$ cat config.mk
export PLATFORM = sky130hd
export DESIGN_NAME = printf_format_engine_unit_flat
export DESIGN_NICKNAME = d
export VERILOG_FILES = /design/src/rtl/core/pfe_pkg.sv /design/src/rtl/core/pfe_if.sv /design/src/rtl/core/pfe_radix.sv /design/src/rtl/core/printf_format_engine_unit.sv /design/src/flat_wrapper.sv
export SDC_FILE = /design/constraint.sdc
export NUM_CORES = 1
export LEC_CHECK = 0
export BUFFER_PORTS_ARGS = -buffer_cell sky130_fd_sc_hd__buf_2
export CORE_UTILIZATION = 40
export DETAILED_ROUTE_END_ITERATION = 10
export PLACE_DENSITY = 0.67
export SYNTH_ARGS = -nofsm -noshare
export SYNTH_HDL_FRONTEND = slang
export SYNTH_HIERARCHICAL = 1
export SYNTH_SLANG_ARGS = --single-unit
$ cat constraint.sdc
create_clock -name i_clk -period 16.1 [get_ports i_clk]
set_clock_uncertainty 0.1 [all_clocks]
set_input_delay 1.61 -clock i_clk [delete_from_list [all_inputs] [get_ports i_clk]]
set_output_delay 1.61 -clock i_clk [all_outputs]
set_load 0.05 [all_outputs]
$ cat src/rtl/core/pfe_pkg.sv
// shared constants, types and helpers of the printf format engine
`timescale 1ns / 1ps

package pfe_pkg;

    localparam int ARG_WIDTH  = 32;
    localparam int CMD_W      = 2;
    localparam int CHAR_W     = 8;
    localparam int WORD_W     = 32;
    localparam int COUNT_W    = 31;

    // decimal digits of the widest magnitude, log10(2) ~ 0.30103
    localparam int DEC_DIGITS = (ARG_WIDTH * 30103) / 100000 + 1;
    localparam int HEX_DIGITS = (ARG_WIDTH + 3) / 4;
    localparam int NUM_DIGITS = (DEC_DIGITS > HEX_DIGITS) ? DEC_DIGITS : HEX_DIGITS;
    localparam int DIG_W      = 4 * NUM_DIGITS;
    localparam int BIT_CNT_W  = $clog2(ARG_WIDTH);
    localparam int LEFT_W     = $clog2(NUM_DIGITS + 1);

    localparam logic [COUNT_W-1:0] COUNT_MAX = {COUNT_W{1'b1}};

    localparam logic [CHAR_W-1:0] CH_NUL     = 8'h00;
    localparam logic [CHAR_W-1:0] CH_PERCENT = 8'h25;
    localparam logic [CHAR_W-1:0] CH_MINUS   = 8'h2D;
    localparam logic [CHAR_W-1:0] CH_C       = 8'h63;
    localparam logic [CHAR_W-1:0] CH_D       = 8'h64;
    localparam logic [CHAR_W-1:0] CH_I       = 8'h69;
    localparam logic [CHAR_W-1:0] CH_U       = 8'h75;
    localparam logic [CHAR_W-1:0] CH_X_LO    = 8'h78;
    localparam logic [CHAR_W-1:0] CH_X_UP    = 8'h58;
    localparam logic [CHAR_W-1:0] CH_S       = 8'h73;
    localparam logic [CHAR_W-1:0] DIGIT_OFS  = 8'd48;
    localparam logic [CHAR_W-1:0] ALPHA_LO   = 8'd87;
    localparam logic [CHAR_W-1:0] ALPHA_UP   = 8'd55;

    typedef enum logic [CMD_W-1:0] {
        CMD_FORMAT = 2'd0,
        CMD_ARG    = 2'd1,
        CMD_STRING = 2'd2,
        CMD_END    = 2'd3
    } t_cmd;

    typedef enum logic [2:0] {
        PH_IDLE  = 3'd0,
        PH_ARMED = 3'd1,
        PH_CHR   = 3'd2,
        PH_DEC   = 3'd3,
        PH_UNS   = 3'd4,
        PH_HXL   = 3'd5,
        PH_HXU   = 3'd6,
        PH_STR   = 3'd7
    } t_phase;

    typedef enum logic [2:0] {
        ST_IDLE,
        ST_SIGN,
        ST_CONV,
        ST_SKIP,
        ST_EMIT
    } t_state;

    typedef struct packed {
        logic load_dec;
        logic load_hex;
        logic conv_step;
        logic dig_shift;
    } t_rad_ctl;

    typedef struct packed {
        logic       conv_done;
        logic       top_zero;
        logic       left_one;
        logic [3:0] top_digit;
    } t_rad_sts;

    function automatic t_phase select_conv(input logic [CHAR_W-1:0] b);
        t_phase ph;
        unique case (b) inside
            CH_C:       ph = PH_CHR;
            CH_D, CH_I: ph = PH_DEC;
            CH_U:       ph = PH_UNS;
            CH_X_LO:    ph = PH_HXL;
            CH_X_UP:    ph = PH_HXU;
            CH_S:       ph = PH_STR;
            default:    ph = PH_IDLE;
        endcase
        return ph;
    endfunction

endpackage

$ cat src/rtl/core/pfe_if.sv
// request and result channel interfaces of the printf format engine
`timescale 1ns / 1ps

interface pfe_in_if;
    import pfe_pkg::*;
    logic                valid;
    logic                ready;
    logic [CMD_W-1:0]    command;
    logic [CHAR_W-1:0]   byte_value;
    logic [WORD_W-1:0]   arg_word;
    logic                string_last;

    modport source (output valid, command, byte_value, arg_word, string_last, input ready);
    modport sink   (input valid, command, byte_value, arg_word, string_last, output ready);
endinterface

interface pfe_out_if;
    import pfe_pkg::*;
    logic                valid;
    logic                ready;
    logic [CHAR_W-1:0]   out_char;
    logic                run_last;
    logic [COUNT_W-1:0]  total_count;
    logic                done_res;

    modport source (output valid, out_char, run_last, total_count, done_res, input ready);
    modport sink   (input valid, out_char, run_last, total_count, done_res, output ready);
endinterface

$ cat src/rtl/core/pfe_radix.sv
// bit-serial binary to bcd converter and digit shifter
`timescale 1ns / 1ps

module pfe_radix (
    input  logic              i_clk,
    input  logic              i_rst_n,
    input  pfe_pkg::t_rad_ctl i_ctl,
    input  logic [pfe_pkg::ARG_WIDTH-1:0] i_value,
    output pfe_pkg::t_rad_sts o_sts
);
    import pfe_pkg::*;

    logic [ARG_WIDTH-1:0] r_mag;
    logic [DIG_W-1:0]     r_dig;
    logic [BIT_CNT_W-1:0] r_bits;
    logic [LEFT_W-1:0]    r_left;
    logic [DIG_W-1:0]     w_adj;

    // add three to every digit of five or more before the shift
    always_comb begin
        logic [3:0] d;
        for (int i = 0; i < NUM_DIGITS; i++) begin
            d = r_dig[4*i +: 4];
            w_adj[4*i +: 4] = (d >= 4'd5) ? d + 4'd3 : d;
        end
    end

    always_ff @(posedge i_clk) begin
        if (!i_rst_n) begin
            r_bits <= '0;
            r_left <= '0;
        end else if (i_ctl.load_dec) begin
            r_mag  <= i_value;
            r_dig  <= '0;
            r_bits <= BIT_CNT_W'(ARG_WIDTH - 1);
        end else if (i_ctl.load_hex) begin
            r_dig  <= DIG_W'(i_value);
            r_left <= LEFT_W'(NUM_DIGITS);
        end else if (i_ctl.conv_step) begin
            r_dig  <= {w_adj[DIG_W-2:0], r_mag[ARG_WIDTH-1]};
            r_mag  <= {r_mag[ARG_WIDTH-2:0], 1'b0};
            r_bits <= r_bits - BIT_CNT_W'(1);
            if (r_bits == '0) begin
                r_left <= LEFT_W'(NUM_DIGITS);
            end
        end else if (i_ctl.dig_shift) begin
            r_dig  <= {r_dig[DIG_W-5:0], 4'b0000};
            r_left <= r_left - LEFT_W'(1);
        end
    end

    assign o_sts.conv_done = (r_bits == '0);
    assign o_sts.top_zero  = (r_dig[DIG_W-1 -: 4] == 4'd0);
    assign o_sts.left_one  = (r_left == LEFT_W'(1));
    assign o_sts.top_digit = r_dig[DIG_W-1 -: 4];

endmodule

$ cat src/rtl/core/printf_format_engine_unit.sv
// top level of the streaming printf format engine
`timescale 1ns / 1ps

//  channel | direction | payload                                         | handshake
//  i_in    | request   | command, byte_value, arg_word, string_last      | valid / ready
//  o_out   | result    | out_char, run_last, total_count, done_res       | valid / ready
//
//  format bytes, string bytes, %c words and end of format are handled in the idle state
//  %d/%i/%u: accept, then a minus sign when negative, then the shift-and-adjust loop
//  over the ARG_WIDTH bits in pfe_radix, then leading-zero skip and digit output;
//  %x/%X skip the sign and the loop and go straight to leading-zero skip
//  the single output register stalls digit output and requests while o_out is full
//  synchronous active-low reset: parser idle, count zero, no result pending

module printf_format_engine_unit (
    input  logic      i_clk,
    input  logic      i_rst_n,
    pfe_in_if.sink    i_in,
    pfe_out_if.source o_out
);
    import pfe_pkg::*;

    t_state r_state, n_state;
    t_phase r_phase, n_phase;
    logic   r_upper;

    logic [COUNT_W-1:0] r_count;
    logic [COUNT_W-1:0] w_count_inc;

    logic               r_out_valid;
    logic [CHAR_W-1:0]  r_out_char;
    logic               r_out_last;
    logic [COUNT_W-1:0] r_out_count;
    logic               r_out_done;

    logic w_ov_free;
    logic w_in_ready;
    logic w_accept;
    t_cmd w_cmd;

    // one character or end report per cycle at most
    logic              w_emit;
    logic [CHAR_W-1:0] w_emit_char;
    logic              w_emit_last;
    logic              w_emit_done;

    logic [ARG_WIDTH-1:0] w_arg;
    logic                 w_neg;
    logic [ARG_WIDTH-1:0] w_mag;
    logic [CHAR_W-1:0]    w_digit_char;

    t_rad_ctl w_ctl;
    t_rad_sts w_sts;

    // output slot free when empty or being drained this cycle
    assign w_ov_free  = !r_out_valid || o_out.ready;
    assign w_in_ready = (r_state == ST_IDLE) && w_ov_free;
    assign w_accept   = i_in.valid && w_in_ready;
    assign w_cmd      = t_cmd'(i_in.command);
    assign i_in.ready = w_in_ready;

    // argument in the configured width, two's complement magnitude for %d
    assign w_arg = ARG_WIDTH'(i_in.arg_word);
    assign w_neg = (r_phase == PH_DEC) && w_arg[ARG_WIDTH-1];
    assign w_mag = w_neg ? ARG_WIDTH'(~w_arg + ARG_WIDTH'(1)) : w_arg;

    assign w_count_inc = (r_count == COUNT_MAX) ? r_count : r_count + COUNT_W'(1);

    // digit to ascii, letters only ever reached by hex words
    assign w_digit_char = (w_sts.top_digit < 4'd10)
                        ? {4'b0000, w_sts.top_digit} + DIGIT_OFS
                        : {4'b0000, w_sts.top_digit} + (r_upper ? ALPHA_UP : ALPHA_LO);

    pfe_radix u_radix (
        .i_clk   (i_clk),
        .i_rst_n (i_rst_n),
        .i_ctl   (w_ctl),
        .i_value (w_mag),
        .o_sts   (w_sts)
    );

    // next state
    always_comb begin
        n_state = r_state;
        unique case (r_state)
            ST_IDLE: begin
                if (w_accept && (w_cmd == CMD_ARG)) begin
                    case (r_phase) inside
                        PH_DEC:         n_state = w_neg ? ST_SIGN : ST_CONV;
                        PH_UNS:         n_state = ST_CONV;
                        PH_HXL, PH_HXU: n_state = ST_SKIP;
                        default:        n_state = ST_IDLE;
                    endcase
                end
            end
            ST_SIGN: begin
                if (w_ov_free) begin
                    n_state = ST_CONV;
                end
            end
            ST_CONV: begin
                if (w_sts.conv_done) begin
                    n_state = ST_SKIP;
                end
            end
            ST_SKIP: begin
                if (!w_sts.top_zero || w_sts.left_one) begin
                    n_state = ST_EMIT;
                end
            end
            ST_EMIT: begin
                if (w_ov_free && w_sts.left_one) begin
                    n_state = ST_IDLE;
                end
            end
            default: n_state = ST_IDLE;
        endcase
    end

    // outputs of the sequencer: parser phase, emission and radix control
    always_comb begin
        n_phase     = r_phase;
        w_emit      = 1'b0;
        w_emit_char = CH_NUL;
        w_emit_last = 1'b1;
        w_emit_done = 1'b0;
        w_ctl       = '0;
        unique case (r_state)
            ST_IDLE: begin
                if (w_accept) begin
                    unique case (w_cmd)
                        CMD_FORMAT: begin
                            if (r_phase == PH_IDLE) begin
                                if (i_in.byte_value == CH_PERCENT) begin
                                    n_phase = PH_ARMED;
                                end else if (i_in.byte_value != CH_NUL) begin
                                    w_emit      = 1'b1;
                                    w_emit_char = i_in.byte_value;
                                end
                            end else if (r_phase == PH_ARMED) begin
                                if (i_in.byte_value == CH_PERCENT) begin
                                    w_emit      = 1'b1;
                                    w_emit_char = CH_PERCENT;
                                    n_phase     = PH_IDLE;
                                end else begin
                                    n_phase = select_conv(i_in.byte_value);
                                end
                            end
                            // a format byte while an argument is pending is dropped
                        end
                        CMD_ARG: begin
                            case (r_phase) inside
                                PH_CHR: begin
                                    w_emit      = 1'b1;
                                    w_emit_char = i_in.arg_word[CHAR_W-1:0];
                                    n_phase     = PH_IDLE;
                                end
                                PH_DEC, PH_UNS: begin
                                    w_ctl.load_dec = 1'b1;
                                    n_phase        = PH_IDLE;
                                end
                                PH_HXL, PH_HXU: begin
                                    w_ctl.load_hex = 1'b1;
                                    n_phase        = PH_IDLE;
                                end
                                default: ;
                            endcase
                        end
                        CMD_STRING: begin
                            if (r_phase == PH_STR) begin
                                if (i_in.byte_value != CH_NUL) begin
                                    w_emit      = 1'b1;
                                    w_emit_char = i_in.byte_value;
                                end
                                if (i_in.string_last) begin
                                    n_phase = PH_IDLE;
                                end
                            end
                        end
                        CMD_END: begin
                            w_emit_done = 1'b1;
                            n_phase     = PH_IDLE;
                        end
                        default: ;
                    endcase
                end
            end
            ST_SIGN: begin
                if (w_ov_free) begin
                    w_emit      = 1'b1;
                    w_emit_char = CH_MINUS;
                    w_emit_last = 1'b0;
                end
            end
            ST_CONV: begin
                w_ctl.conv_step = 1'b1;
            end
            ST_SKIP: begin
                // drop leading zero digits, keeping at least one
                if (w_sts.top_zero && !w_sts.left_one) begin
                    w_ctl.dig_shift = 1'b1;
                end
            end
            ST_EMIT: begin
                if (w_ov_free) begin
                    w_emit          = 1'b1;
                    w_emit_char     = w_digit_char;
                    w_emit_last     = w_sts.left_one;
                    w_ctl.dig_shift = 1'b1;
                end
            end
            default: ;
        endcase
    end

    always_ff @(posedge i_clk) begin
        if (!i_rst_n) begin
            r_state     <= ST_IDLE;
            r_phase     <= PH_IDLE;
            r_count     <= '0;
            r_out_valid <= 1'b0;
        end else begin
            r_state <= n_state;
            r_phase <= n_phase;
            if (w_emit_done) begin
                r_count <= '0;
            end else if (w_emit) begin
                r_count <= w_count_inc;
            end
            if (w_emit || w_emit_done) begin
                r_out_valid <= 1'b1;
            end else if (o_out.ready) begin
                r_out_valid <= 1'b0;
            end
        end
    end

    // result payload and hex letter case, no reset needed
    always_ff @(posedge i_clk) begin
        if (w_accept && (w_cmd == CMD_ARG)) begin
            r_upper <= (r_phase == PH_HXU);
        end
        if (w_emit_done) begin
            r_out_char  <= CH_NUL;
            r_out_last  <= 1'b1;
            r_out_count <= r_count;
            r_out_done  <= 1'b1;
        end else if (w_emit) begin
            r_out_char  <= w_emit_char;
            r_out_last  <= w_emit_last;
            r_out_count <= w_count_inc;
            r_out_done  <= 1'b0;
        end
    end

    assign o_out.valid       = r_out_valid;
    assign o_out.out_char    = r_out_char;
    assign o_out.run_last    = r_out_last;
    assign o_out.total_count = r_out_count;
    assign o_out.done_res    = r_out_done;

endmodule

$ cat src/flat_wrapper.sv
// flat-port wrapper written by rule: the top's interface ports become plain ports
module printf_format_engine_unit_flat import pfe_pkg::*;
  (i_clk, i_rst_n, i_in_valid, i_in_command, i_in_byte_value, i_in_arg_word, i_in_string_last, i_in_ready, o_out_valid, o_out_out_char, o_out_run_last, o_out_total_count, o_out_done_res, o_out_ready);
  pfe_in_if i_in_i ();
  pfe_out_if o_out_i ();
  input  logic i_clk;
  input  logic i_rst_n;
  input wire logic [$bits(i_in_i.valid)-1:0] i_in_valid;
  input wire logic [$bits(i_in_i.command)-1:0] i_in_command;
  input wire logic [$bits(i_in_i.byte_value)-1:0] i_in_byte_value;
  input wire logic [$bits(i_in_i.arg_word)-1:0] i_in_arg_word;
  input wire logic [$bits(i_in_i.string_last)-1:0] i_in_string_last;
  output wire logic [$bits(i_in_i.ready)-1:0] i_in_ready;
  output wire logic [$bits(o_out_i.valid)-1:0] o_out_valid;
  output wire logic [$bits(o_out_i.out_char)-1:0] o_out_out_char;
  output wire logic [$bits(o_out_i.run_last)-1:0] o_out_run_last;
  output wire logic [$bits(o_out_i.total_count)-1:0] o_out_total_count;
  output wire logic [$bits(o_out_i.done_res)-1:0] o_out_done_res;
  input wire logic [$bits(o_out_i.ready)-1:0] o_out_ready;
  assign i_in_i.valid = i_in_valid;
  assign i_in_i.command = i_in_command;
  assign i_in_i.byte_value = i_in_byte_value;
  assign i_in_i.arg_word = i_in_arg_word;
  assign i_in_i.string_last = i_in_string_last;
  assign i_in_ready = i_in_i.ready;
  assign o_out_valid = o_out_i.valid;
  assign o_out_out_char = o_out_i.out_char;
  assign o_out_run_last = o_out_i.run_last;
  assign o_out_total_count = o_out_i.total_count;
  assign o_out_done_res = o_out_i.done_res;
  assign o_out_i.ready = o_out_ready;
  printf_format_engine_unit u_core (.i_clk(i_clk), .i_rst_n(i_rst_n), .i_in(i_in_i), .o_out(o_out_i));
endmodule
# == Word-level counts from Yosys, hierarchy flattened ==
# Cells that the tools add are included.
# op_classes
addsub,16
magnitude_cmp,11
n_eq_ne,36
mux,92
bitwise,3
reduce_logical,35
# ops
operator,n
2-to-1 mux 32 bit,5
2-to-1 mux 31 bit,3
2-to-1 mux 40 bit,2
2-to-1 mux 8 bit,9
== test 8 x 7 -> 1 bit (second input constant),7
2-to-1 mux 4 bit,13
2-to-1 mux 3 bit,16
case mux 8 bit (3 select lines),2
greater-or-equal comparator 4 x 3 -> 1 bit (second input constant),10
adder 4 x 2 -> 4 bit (second input constant),9
adder 32 x 1 -> 32 bit (second input constant),1
inverter 32 bit,1
adder 31 x 1 -> 31 bit (second input constant),1
== test 31 bit (second input constant),1
2-to-1 mux 1 bit,23
case mux 3 bit (6 select lines),1
== test 3 bit (second input constant),5
2-to-1 mux 5 bit,3
case mux 3 bit (5 select lines),1
== test 3 x 2 -> 1 bit (second input constant),4
2-to-1 mux 2 bit,6
2-to-1 mux 6 bit,2
case mux 3 bit (4 select lines),1
OR reduction 2 bit,6
35 further kinds,61
# totals
ff_bits,161
input_bits,47
output_inout_bits,43
word_cells,207

# == Longest topological paths before layout ==
# Gate-level depths: netlist of the first run.
# logic_depth
word_depth,10
mapped_depth,11
ltp_nobuf,9

# == Cells and area by module ==
# Netlist of the first run, hierarchy kept.
# by_module_without_submodules
mod,n_inst,cells_each,area_per_inst_um2,seq_area_each_um2
printf_format_engine_unit,1,625,5333.9,1921.8
pfe_radix,1,425,4769.6,2342.2

# == Worst setup path after synthesis of the first run ==
# OpenSTA, ideal clock, no wires.
# synth_timing
path_type,input to register
start,input port i_in_valid
end,register u_core.u_radix.r_mag[0] (enable)
setup_ps,470
arrival_time_ps,5599
required_time_ps,15530
setup_slack_ps,9930
cell_stages,7
path_buffers,2
cell_sequence,or3b_2 > or3_1 > nor2_1 > buf_2 > clkinv_1 > clkbuf_1 > a21boi_0
# synth_lines
element,line_no,source
"start, declared",flat_wrapper.sv:8,input wire logic [$bits(i_in_i.valid)-1:0] i_in_valid;
"end signal, assigned",pfe_radix.sv:33,r_mag <= i_value;
"end signal, assigned",pfe_radix.sv:41,"r_mag <= {r_mag[ARG_WIDTH-2:0], 1'b0};"
"end, declared",pfe_radix.sv:13,logic [ARG_WIDTH-1:0] r_mag;

==> results of run 1 <==
-- final cells by class --
type	count	area share (%)
clock buffers	17	3.77
clock inverters	15	1.46
inverters	36	1.20
multi-input cells	789	47.8
flip-flops and latches	161	37.8
well taps	324	3.59
repair buffers	95	4.35
-- worst max path at each step --
| stage | end | slack [ps] | cells past startpoint |
|---|---|---|---|
| 2_1_floorplan | u_core/u_radix/r_mag[0]$_SDFFCE_PN0P_ | 9930 | 7 |
| 3_3_place_gp | u_core/u_radix/r_mag[18]$_DFFE_PP_ | 10400 | 8 |
| 3_5_place_dp | u_core/u_radix/r_mag[18]$_DFFE_PP_ | 10300 | 8 |
| 4_1_cts | u_core/u_radix/r_mag[14]$_DFFE_PP_ | 10770 | 8 |
| 5_1_grt | u_core/u_radix/r_mag[13]$_DFFE_PP_ | 10440 | 8 |
| 6_report | u_core/u_radix/r_mag[14]$_DFFE_PP_ | 10720 | 8 |
-- power by group --
group	internal (mW)	switching, mW	total (mW)	leakage, nW
registers	0.444	0.00405	0.448	1.42
logic	0.0213	0.0649	0.0861	2.44
clock network	0.209	0.195	0.403	0.291
total	0.674	0.264	0.937	4.15
-- registers in the layout, summed over array words and instances, names as in the netlist, 4 cells and up --
signal / flops
u_core/o_out.total_count: 31
u_core/u_radix/r_dig: 40
u_core/u_radix/r_left: 4
u_core/u_radix/r_bits: 5
u_core/u_radix/r_mag: 32
u_core/o_out.out_char: 8
u_core/r_count: 31
-- cells in the final DEF, fill, tap and decap left out, types with 5 or more instances in the layout --
master,instances
a211oi_1,6
a21boi_0,10
a21oi_1,69
a22oi_1,19
a311oi_1,10
a31oi_1,5
a41o_1,7
and2_1,8
and3_1,11
buf_2,89
buf_4,6
clkbuf_16,17
dfxtp_1,57
edfxtp_1,104
ha_1,26
inv_1,34
inv_8,6
mux2_2,42
mux2i_1,10
nand2_1,85
nand2b_1,31
nand3_1,32
nand4_1,12
nor2_1,71
nor2b_1,11
nor3_1,26
nor3b_1,8
nor4_1,13
o21a_1,6
o21ai_0,32
o22ai_1,16
o31ai_1,17
o32ai_1,9
o41ai_1,5
or3_1,11
or3b_2,8
or4_1,12
xnor2_1,42
xor2_1,37
-- logic make-up after synthesis --
logic type / after synthesis / synth area share, %
xor+xnor: 79 / 6.85
flops: 161 / 42.2
fa+ha+maj: 26 / 3.22
simple gates: 374 / 19.9
buf+inv: 100 / 4.78
compound gates: 258 / 17.4
mux: 52 / 5.67
-- cell usage after synthesis (all sizes together), types with 12 or more instances --
cell type	number
clkbuf	30
o31ai	17
a22oi	19
a21oi	71
nand2	86
nand2b	31
nand3	32
xor2	37
o22ai	16
mux2	42
edfxtp	104
or4	13
buf	34
inv	35
ha	26
nor2	76
nor4	13
xnor2	42
dfxtp	57
nor3	30
o21ai	39
nand4	12
-- per-stage QoR --
step                hold slack, ps  cell area [um^2]  std cells  power [mW]
floorplan                      341             10100       1050       0.516
global placement               342             10700       1405       0.542
detailed placement             352             10700       1405       0.543
CTS                            368             11300       1437       0.945
global route                   391             11300       1437       0.967
finish                         362             11300       1437       0.937
-- worst max-delay path: cells and delay by family --
family                 cells  cell delay, ps
buffers and inverters      3            1380
and+or+nand+nor            4            1250
AOI/OAI and AO/OA          1            1020
-- routing by layer --
metal / wire length [um] / up-vias / GRT usage, % / share of wire, %
met5: 0 / - / 0 / 0
li1: - / 4027 / - / -
met1: 11400 / 4004 / 27.5 / 46
met2: 11300 / 273 / 30.0 / 46
met3: 1510 / 23 / 3.49 / 6.1
met4: 371 / 0 / 5.57 / 1.5
==> impl_metrics.yaml, run 1 <==
worst_setup_path:
  reg2reg_slack_ps: 11600
  critical_path_required_ps: 16050
  rr_worst_depth: 6
  cpMostUsedCell: "nand2b_1"
  max_stage_delay_ps: 1020
  path_cells: "buf_2 -> nand2b_1 -> nand2b_1 -> or3_1 -> nor2_4 -> buf_4 -> clkinv_1 -> a21boi_4"
  cp_slowest_cell: "a21boi_4"
  path_max_fanout: 66
  crit_path_end_kind: "flop"
  regToRegEndpoint: "u_core/u_radix/r_mag[14]$_DFFE_PP_"
  crit_type: "in2reg"
  r2r_start: "u_core/r_state[0]$_SDFFE_PN0P_"
  cp-start-kind: "input pin"
  crit_start: "o_out_ready"
  cp.arrival_ps: 5330
sta:
  period_share_pct: 33.4
  setup_slack_ps: 10720
  hold_viol_final: 0
  relSlewSlack_pct: 27.7
  fin_crit_ps: 5380
  rsz0062_at_grt: "no"
  tightest_slew_ps: 1080
  fmax_ghz: 0.186
  finalSetupViolCount: 0
  fin_tns_setup_ps: 0
  maxSlewViolCount: 0
synthesis:
  syn_nets: 1123
  synth-edff-count: 104
  synthCells: 1050
  syn_area_per_cell_um2: 9.62
  synth-seq-cells: 161
  yosysWarnings: 6
  synth_area_leaders: "edfxtp_1 (31%), dfxtp_1 (11%), mux2_2 (4.7%)"
  synth-seq-area-share_pct: 42.2
  synthFlopType: "edfxtp_1"
  syn_area_um2: 10100
  ys_async_sr_fraction_pct: 0
  ys_types: 81
  synth.top_cell.area_share_pct: 30.9
  yosys.area.top_type: "edfxtp_1"
drt:
  drt_iter0_drc: 761
  drt-total-wl_um: 24600
  vias: 8327
  vias_per_cell: 5.79
  drc: 0
  avgRoutedWirePerCell_um: 17.1
  firstDrtPassIters: 5
  antenna_left: 0
finish:
  multiInputGateArea_um2: 5400
  seq_area_um2: 4260
  final_nets: 1173
  nFillCells: 2342
  post-route-util_pct: 46.0
  diodes: 0
  area_delta_synth_final_pct: 11.7
  drive_gt1_share_pct: 18.6
place:
  dp_hpwl_um: 17400
  pre_cts_slack_ps: 10300
  place_congestion: 0.872
  port_buffers: 89
cts:
  cts_tree: "done"
  cts_root_buf: "clkbuf_16"
  cts.reportedPaths.clkPinSlew_ps: 70
  cts.sinks: 161
  postCtsSetupRepairBufs: 0
  cts_buffers: 17
  cts_hold_buffers: 0
  clockBufferDepth: 2
  clock_latency_ps: 430
  cts-htree-levels: 4
  cts_resized: 0
hold_path:
  whs_endpoint: "u_core/o_out.out_char[3]$_SDFFE_PP0P_"
  hold_start: "u_core/o_out.out_char[3]$_SDFFE_PP0P_"
  holdPathStages: 1
  hold_class: "reg2reg"
job:
  cap_viol_max_count: 0
grt:
  grt_pass1_wl_um: 40500
  overflow: 0
  antenna_found_initial: 0
  grt_max_degree: 67
  grt_use_total_pct: 19.4
  grt_pass1_vias: 7659
floorplan:
  coreArea_um2: 24500
  die_y_um: 161
  die-area_um2: 25900
  die_w_um: 161
  io_pins: 90
  floorplan.initialDensity_pct: 41.2
  row_count: 57
pwr:
  cellLeakagePower_nw: 4.15
  ir_worst_vdd_mv: 0.0526
  p_per_area_nw_per_um2: 83.1
status:
  status: "completed"
(Power assumes the default switching activity.)
==> run 2: changes to the inputs <==
==> constraint.sdc (replaced) <==
create_clock -name i_clk -period 5.4 [get_ports i_clk]
set_clock_uncertainty 0.1 [all_clocks]
set_input_delay 0.54 -clock i_clk [delete_from_list [all_inputs] [get_ports i_clk]]
set_output_delay 0.54 -clock i_clk [all_outputs]
set_load 0.05 [all_outputs]
==> run 2 against run 1 <==
Effect of this change: hold slack lost 31 ps; routed wire length grew 1.0%; critical endpoint is now u_core/u_radix/r_dig[26]$_SDFFCE_PP0P_; core utilization is essentially flat; non-clock buffer count is the same; via count grew 0.24%; sequential share of layout area is essentially flat; first-iteration DRC count shrank 1.4%; power grew to 3.0 times the previous value; worst setup slack lost 9300 ps; sequential power grew to 3.0 times the previous value; clock power grew to 3.0 times the previous value; final area is essentially flat; largest power group unchanged.
==> impl_metrics.yaml, run 2 (synthesis results as in run 1) <==
finish:
  instances_no_fill: 1437
  area_delta_synth_final_pct: 11.6
  reg.largest.list: "u_core/u_radix/r_dig x40, u_core/u_radix/r_mag x32"
  final_nets: 1173
  final_common_cell: "edfxtp_1"
  diodes: 0
  final_area_um2: 11300
  mostFrequentLayoutCells: "edfxtp_1 (104), buf_2 (89), nand2_1 (85)"
  largest_register_ffs: 40
  drive_gt1_share_pct: 18.6
  regMostFlops: "u_core/u_radix/r_dig"
drt:
  drt_iter0_drc: 750
  drc: 0
  antenna_left: 0
  vias_per_cell: 5.81
  vias: 8347
  avgRoutedWirePerCell_um: 17.3
  firstDrtPassIters: 5
  drt-total-wl_um: 24900
worst_setup_path:
  rr_worst_depth: 8
  cp-start-kind: "flop"
  reg2reg_slack_ps: 1460
  cp.arrival_ps: 4020
  crit_type: "reg2reg"
  crit_path_end_kind: "flop"
  critical_path_required_ps: 5480
  path_max_fanout: 32
sta:
  period_share_pct: 73.0
  relSlewSlack_pct: 22.9
  hold_viol_final: 0
  rsz0062_at_grt: "no"
  maxSlewViolCount: 0
  setup_slack_ps: 1460
  fmax_ghz: 0.254
  finalSetupViolCount: 0
  fin_tns_setup_ps: 0
  fin_crit_ps: 3940
  tightest_slew_ps: 1150
grt:
  grt_pass1_wl_um: 40200
  grt_use_total_pct: 19.4
  antenna_found_initial: 0
  overflow: 0
  grt_max_degree: 50
  grt_pass1_vias: 7732
floorplan:
  floorplan.initialDensity_pct: 41.2
  die_y_um: 161
  io_pins: 90
  die-area_um2: 25900
  coreArea_um2: 24500
  row_count: 57
  die_w_um: 161
cts:
  cts_tree: "done"
  cts_buffers: 17
  postCtsSetupRepairBufs: 0
  cts-htree-levels: 4
  cts.reportedPaths.clkPinSlew_ps: 70
  clock_latency_ps: 430
  cts_root_buf: "clkbuf_16"
  cts_hold_buffers: 0
  cts_resized: 0
  cts.sinks: 161
  clockBufferDepth: 2
place:
  place_inst: 1405
  port_buffers: 89
  place_area_um2: 10700
  pre_cts_slack_ps: 1320
  dp_hpwl_um: 17600
  place_congestion: 0.874
job:
  cap_viol_max_count: 0
status:
  status: "completed"
hold_path:
  hold_class: "in2reg"
  holdPathStages: 3
pwr:
  p_per_area_nw_per_um2: 248
  power_mw: 2.80
  ir_worst_vdd_mv: 0.216
  cellLeakagePower_nw: 4.15
[run 2: through the flow]
stage	utilization, %	hold slack [ps]
floorplan	-	341
global placement	43.6	341
detailed placement	43.6	340
CTS	45.9	313
global route	45.9	326
finish	45.9	330
[run 2: path summary, 6_finish.rpt]
| kind | endpoint | startpoint |
|---|---|---|
| worst max-delay path | u_core/u_radix/r_dig[26]$_SDFFCE_PP0P_ | u_core/r_state[0]$_SDFFE_PN0P_ |
| worst min-delay path | u_core/o_out.out_char[6]$_SDFFE_PP0P_ | i_in_byte_value[6] |
| worst max register to register | u_core/u_radix/r_dig[26]$_SDFFCE_PP0P_ | u_core/r_state[0]$_SDFFE_PN0P_ |
| worst min register to register | u_core/o_out.out_char[3]$_SDFFE_PP0P_ | u_core/o_out.out_char[3]$_SDFFE_PP0P_ |
[run 2: cell type report]
class	instances	area (um^2)
Fill cell	2362	13300
Timing Repair Buffer	95	490
Inverter	36	135
Multi-Input combinational cell	789	5400
Sequential cell	161	4260
Clock inverter	15	155
Tap cell	324	405
Clock buffer	17	425
[run 2: layer usage]
metal | GRT usage, % | vias up | part of all wire, %
li1 | - | 4034 | -
met1 | 26.9 | 3983 | 46
met2 | 30.5 | 303 | 46
met3 | 3.77 | 27 | 6.7
met4 | 5.57 | 0 | 1.6
met5 | 0 | - | 0
[run 2: critical path: stages (launching register included)]
cell and delay, ps:
dfxtp_1 470, or3b_2 570, or3_1 500, nor2_4 470
buf_4 420, nor2_2 150, nand2_1 610, o32ai_1 180
a41o_1 230
[run 2: report_power, final]
part	switching, mW	internal (mW)
clock	0.586	0.622
sequential	0.0112	1.32
combinational	0.195	0.0634
total	0.793	2.01
==> run 3: changes to the inputs <==
--- a/config.mk
+++ b/config.mk
@@ -5,6 +5,7 @@
 export SDC_FILE = /design/constraint.sdc
 export NUM_CORES = 1
 export LEC_CHECK = 0
+export ABC_AREA = 1
 export BUFFER_PORTS_ARGS = -buffer_cell sky130_fd_sc_hd__buf_2
 export CORE_UTILIZATION = 40
 export DETAILED_ROUTE_END_ITERATION = 10
==> constraint.sdc (replaced) <==
create_clock -name i_clk -period 3.95 [get_ports i_clk]
set_clock_uncertainty 0.1 [all_clocks]
set_input_delay 0.395 -clock i_clk [delete_from_list [all_inputs] [get_ports i_clk]]
set_output_delay 0.395 -clock i_clk [all_outputs]
set_load 0.05 [all_outputs]
==> run 3 against run 2 <==
Effect of this change: the flow now finishes with violations (DRC); final area grew 7.5%; register-to-register slack lost 370 ps; worst setup slack lost 370 ps; core utilization grew 0.28 points; non-clock buffer count grew 8; largest cell class unchanged; largest power group is now combinational cells.
==> impl_metrics.yaml, run 3 <==
status:
  status: "complete, but fails checks"
  violations: "DRC"
cts:
  cts_root_buf: "clkbuf_16"
  cts_hold_buffers: 0
  clockBufferDepth: 2
  cts_tree: "done"
  clock_latency_ps: 430
  cts.reportedPaths.clkPinSlew_ps: 70
  postCtsSetupRepairBufs: 0
  cts-htree-levels: 4
  cts.sinks: 161
  cts_buffers: 17
  cts_resized: 0
worst_setup_path:
  cp-start-kind: "flop"
  cp.arrival_ps: 2850
  rr_worst_depth: 8
  path_max_fanout: 32
  crit_path_end_kind: "flop"
  reg2reg_slack_ps: 1080
  r2r_start: "u_core/r_state[2]$_SDFFE_PN0P_"
  crit_type: "reg2reg"
  regToRegEndpoint: "u_core/u_radix/r_mag[10]$_DFFE_PP_"
  critical_path_required_ps: 3940
sta:
  relSlewSlack_pct: 36.8
  finalSetupViolCount: 0
  setup_slack_ps: 1080
  maxSlewViolCount: 0
  hold_viol_final: 0
  rsz0062_at_grt: "no"
  period_share_pct: 72.6
  fin_tns_setup_ps: 0
  fin_crit_ps: 2870
  whs_ps: 208
  tightest_slew_ps: 946
  fmax_ghz: 0.349
synthesis:
  yosysWarnings: 6
  syn_area_per_cell_um2: 7.05
  synth_most_common_cell: "nand2_1"
  synth.top_cell.area_share_pct: 29.0
  ys_async_sr_fraction_pct: 0
  synthFlopType: "edfxtp_1"
  synth-edff-count: 104
  synth-seq-cells: 161
  yosys-top-cells-count: "nand2_1 (473), inv_1 (172), nor2_1 (154)"
  synth_area_leaders: "edfxtp_1 (29%), nand2_1 (16%), dfxtp_1 (11%)"
  synthCells: 1528
  syn_area_um2: 10800
  synth-seq-area-share_pct: 39.6
  yosys.area.top_type: "edfxtp_1"
  ys_types: 44
  syn_nets: 1601
finish:
  final_common_cell: "nand2_1"
  mostFrequentLayoutCells: "nand2_1 (472), inv_1 (172), nor2_1 (151)"
  area_delta_synth_final_pct: 12.5
  instances_no_fill: 1941
  regMostFlops: "u_core/u_radix/r_dig"
  diodes: 0
  drive_gt1_share_pct: 11.7
  largest_register_ffs: 40
  reg.largest.list: "u_core/u_radix/r_dig x40, u_core/u_radix/r_mag x32"
  nFillCells: 2644
  final_nets: 1666
  post-route-util_pct: 46.2
grt:
  overflow: 0
  grt_pass1_wl_um: 48200
  grt_busiest_layer: "met2"
  grt_use_total_pct: 21.4
  antenna_found_initial: 0
  gr-usage-met2_pct: 34.8
  grt_max_degree: 79
  use_met3_pct: 3.22
  grt_pass1_vias: 9632
  grt_use_met1_pct: 28.4
hold_path:
  hold_class: "in2reg"
  whs_endpoint: "u_core/u_radix/r_bits[3]$_SDFFE_PN0N_"
  hold_start: "i_rst_n"
  holdPathStages: 3
floorplan:
  die_w_um: 166
  io_pins: 90
  row_count: 59
  die_y_um: 166
  floorplan.initialDensity_pct: 41.1
  coreArea_um2: 26200
  die-area_um2: 27600
pwr:
  swShare_pct: 41.7
  power.internal_mw: 4.07
  pwr-share-seq_pct: 36.3
  p_clk_share_pct: 25.3
  p_per_area_nw_per_um2: 576
  cellLeakagePower_nw: 5.34
  ir_worst_vdd_mv: 0.281
  pwr-share-comb_pct: 38.4
  power_switching_mw: 2.91
drt:
  drt_iter0_drc: 953
  avgRoutedWirePerCell_um: 15.0
  antenna_left: 0
  vias_per_cell: 5.37
  firstDrtPassIters: 10
  drc: 2
  vias: 10400
  drt-total-wl_um: 29200
place:
  dp_hpwl_um: 21300
  pre_cts_slack_ps: 1120
  port_buffers: 89
  place_congestion: 0.898
  place_inst: 1909
job:
  cap_viol_max_count: 0
## run 3: layout make-up
| type | count | area, um^2 | share of cell area, % |
|---|---|---|---|
| Clock buffer | 21 | 492 | 4.06 |
| Sequential cell | 161 | 4260 | 35.2 |
| Tap cell | 335 | 419 | 3.46 |
| Multi-Input combinational cell | 1127 | 5560 | 45.9 |
| Clock inverter | 11 | 139 | 1.15 |
| Timing Repair Buffer | 103 | 551 | 4.54 |
| Inverter | 183 | 689 | 5.69 |
## run 3: through the flow
stage / instance area, um^2 / power, mW
after floorplan: 10800 / 4.61
after global placement: 11500 / 5.18
after detailed placement: 11500 / 5.23
after CTS: 12100 / 7.00
after global routing: 12100 / 7.42
final: 12100 / 6.98
## run 3: cell families after synthesis
| family | Yosys count | synth area share, % |
|---|---|---|
| AOI/OAI and AO/OA | 240 | 13.4 |
| xor gates and xnor gates | 34 | 2.76 |
| adders and majority gates | 26 | 3.02 |
| buffers and inverters | 240 | 9.22 |
| DFF | 161 | 39.6 |
| and+or+nand+nor | 827 | 32.0 |
## run 3: per-layer routing
metal  wire (um)  up-vias  share of wire, %
met1       13200     4847                45
met2       13400      354                46
li1            -     5174                 -
met3        1650       57               5.7
met5           0        -                 0
met4         882        0               3.0
## run 3: power groups by stage
stage | Sequential, mW | Clock [mW] | Combinational [mW]
floorplan | 3.11 | 0 | 1.50
global placement | 2.56 | 0 | 2.62
detailed placement | 2.56 | 0 | 2.67
CTS | 2.53 | 1.79 | 2.68
global route | 2.58 | 1.86 | 2.98
finish | 2.53 | 1.76 | 2.68
## run 3: how the worst max path moves through the flow
stage                                          startpoint                               endpoint  slack, ps  depth (start not counted)
after floorplan           u_core/o_out.valid$_SDFFE_PN0P_  u_core/u_radix/r_mag[0]$_SDFFCE_PN0P_        240                          8
after detailed placement                      o_out_ready      u_core/u_radix/r_mag[6]$_DFFE_PP_       1120                         10
after global routing       u_core/r_state[2]$_SDFFE_PN0P_     u_core/u_radix/r_mag[16]$_DFFE_PP_        910                          8
final                      u_core/r_state[2]$_SDFFE_PN0P_     u_core/u_radix/r_mag[10]$_DFFE_PP_       1080                          8
after global placement     u_core/r_state[2]$_SDFFE_PN0P_     u_core/u_radix/r_mag[18]$_DFFE_PP_       1200                          8
after CTS                  u_core/r_state[2]$_SDFFE_PN0P_     u_core/u_radix/r_mag[31]$_DFFE_PP_       1110                          8
## run 3: critical path, cell delays in order (launching register included)
cell and delay, ps:
dfxtp_1 330, inv_1 90, nand3_1 140, inv_1 570
inv_2 250, nor2_4 380, nor2_1 150, nor2_4 100
buf_4 370
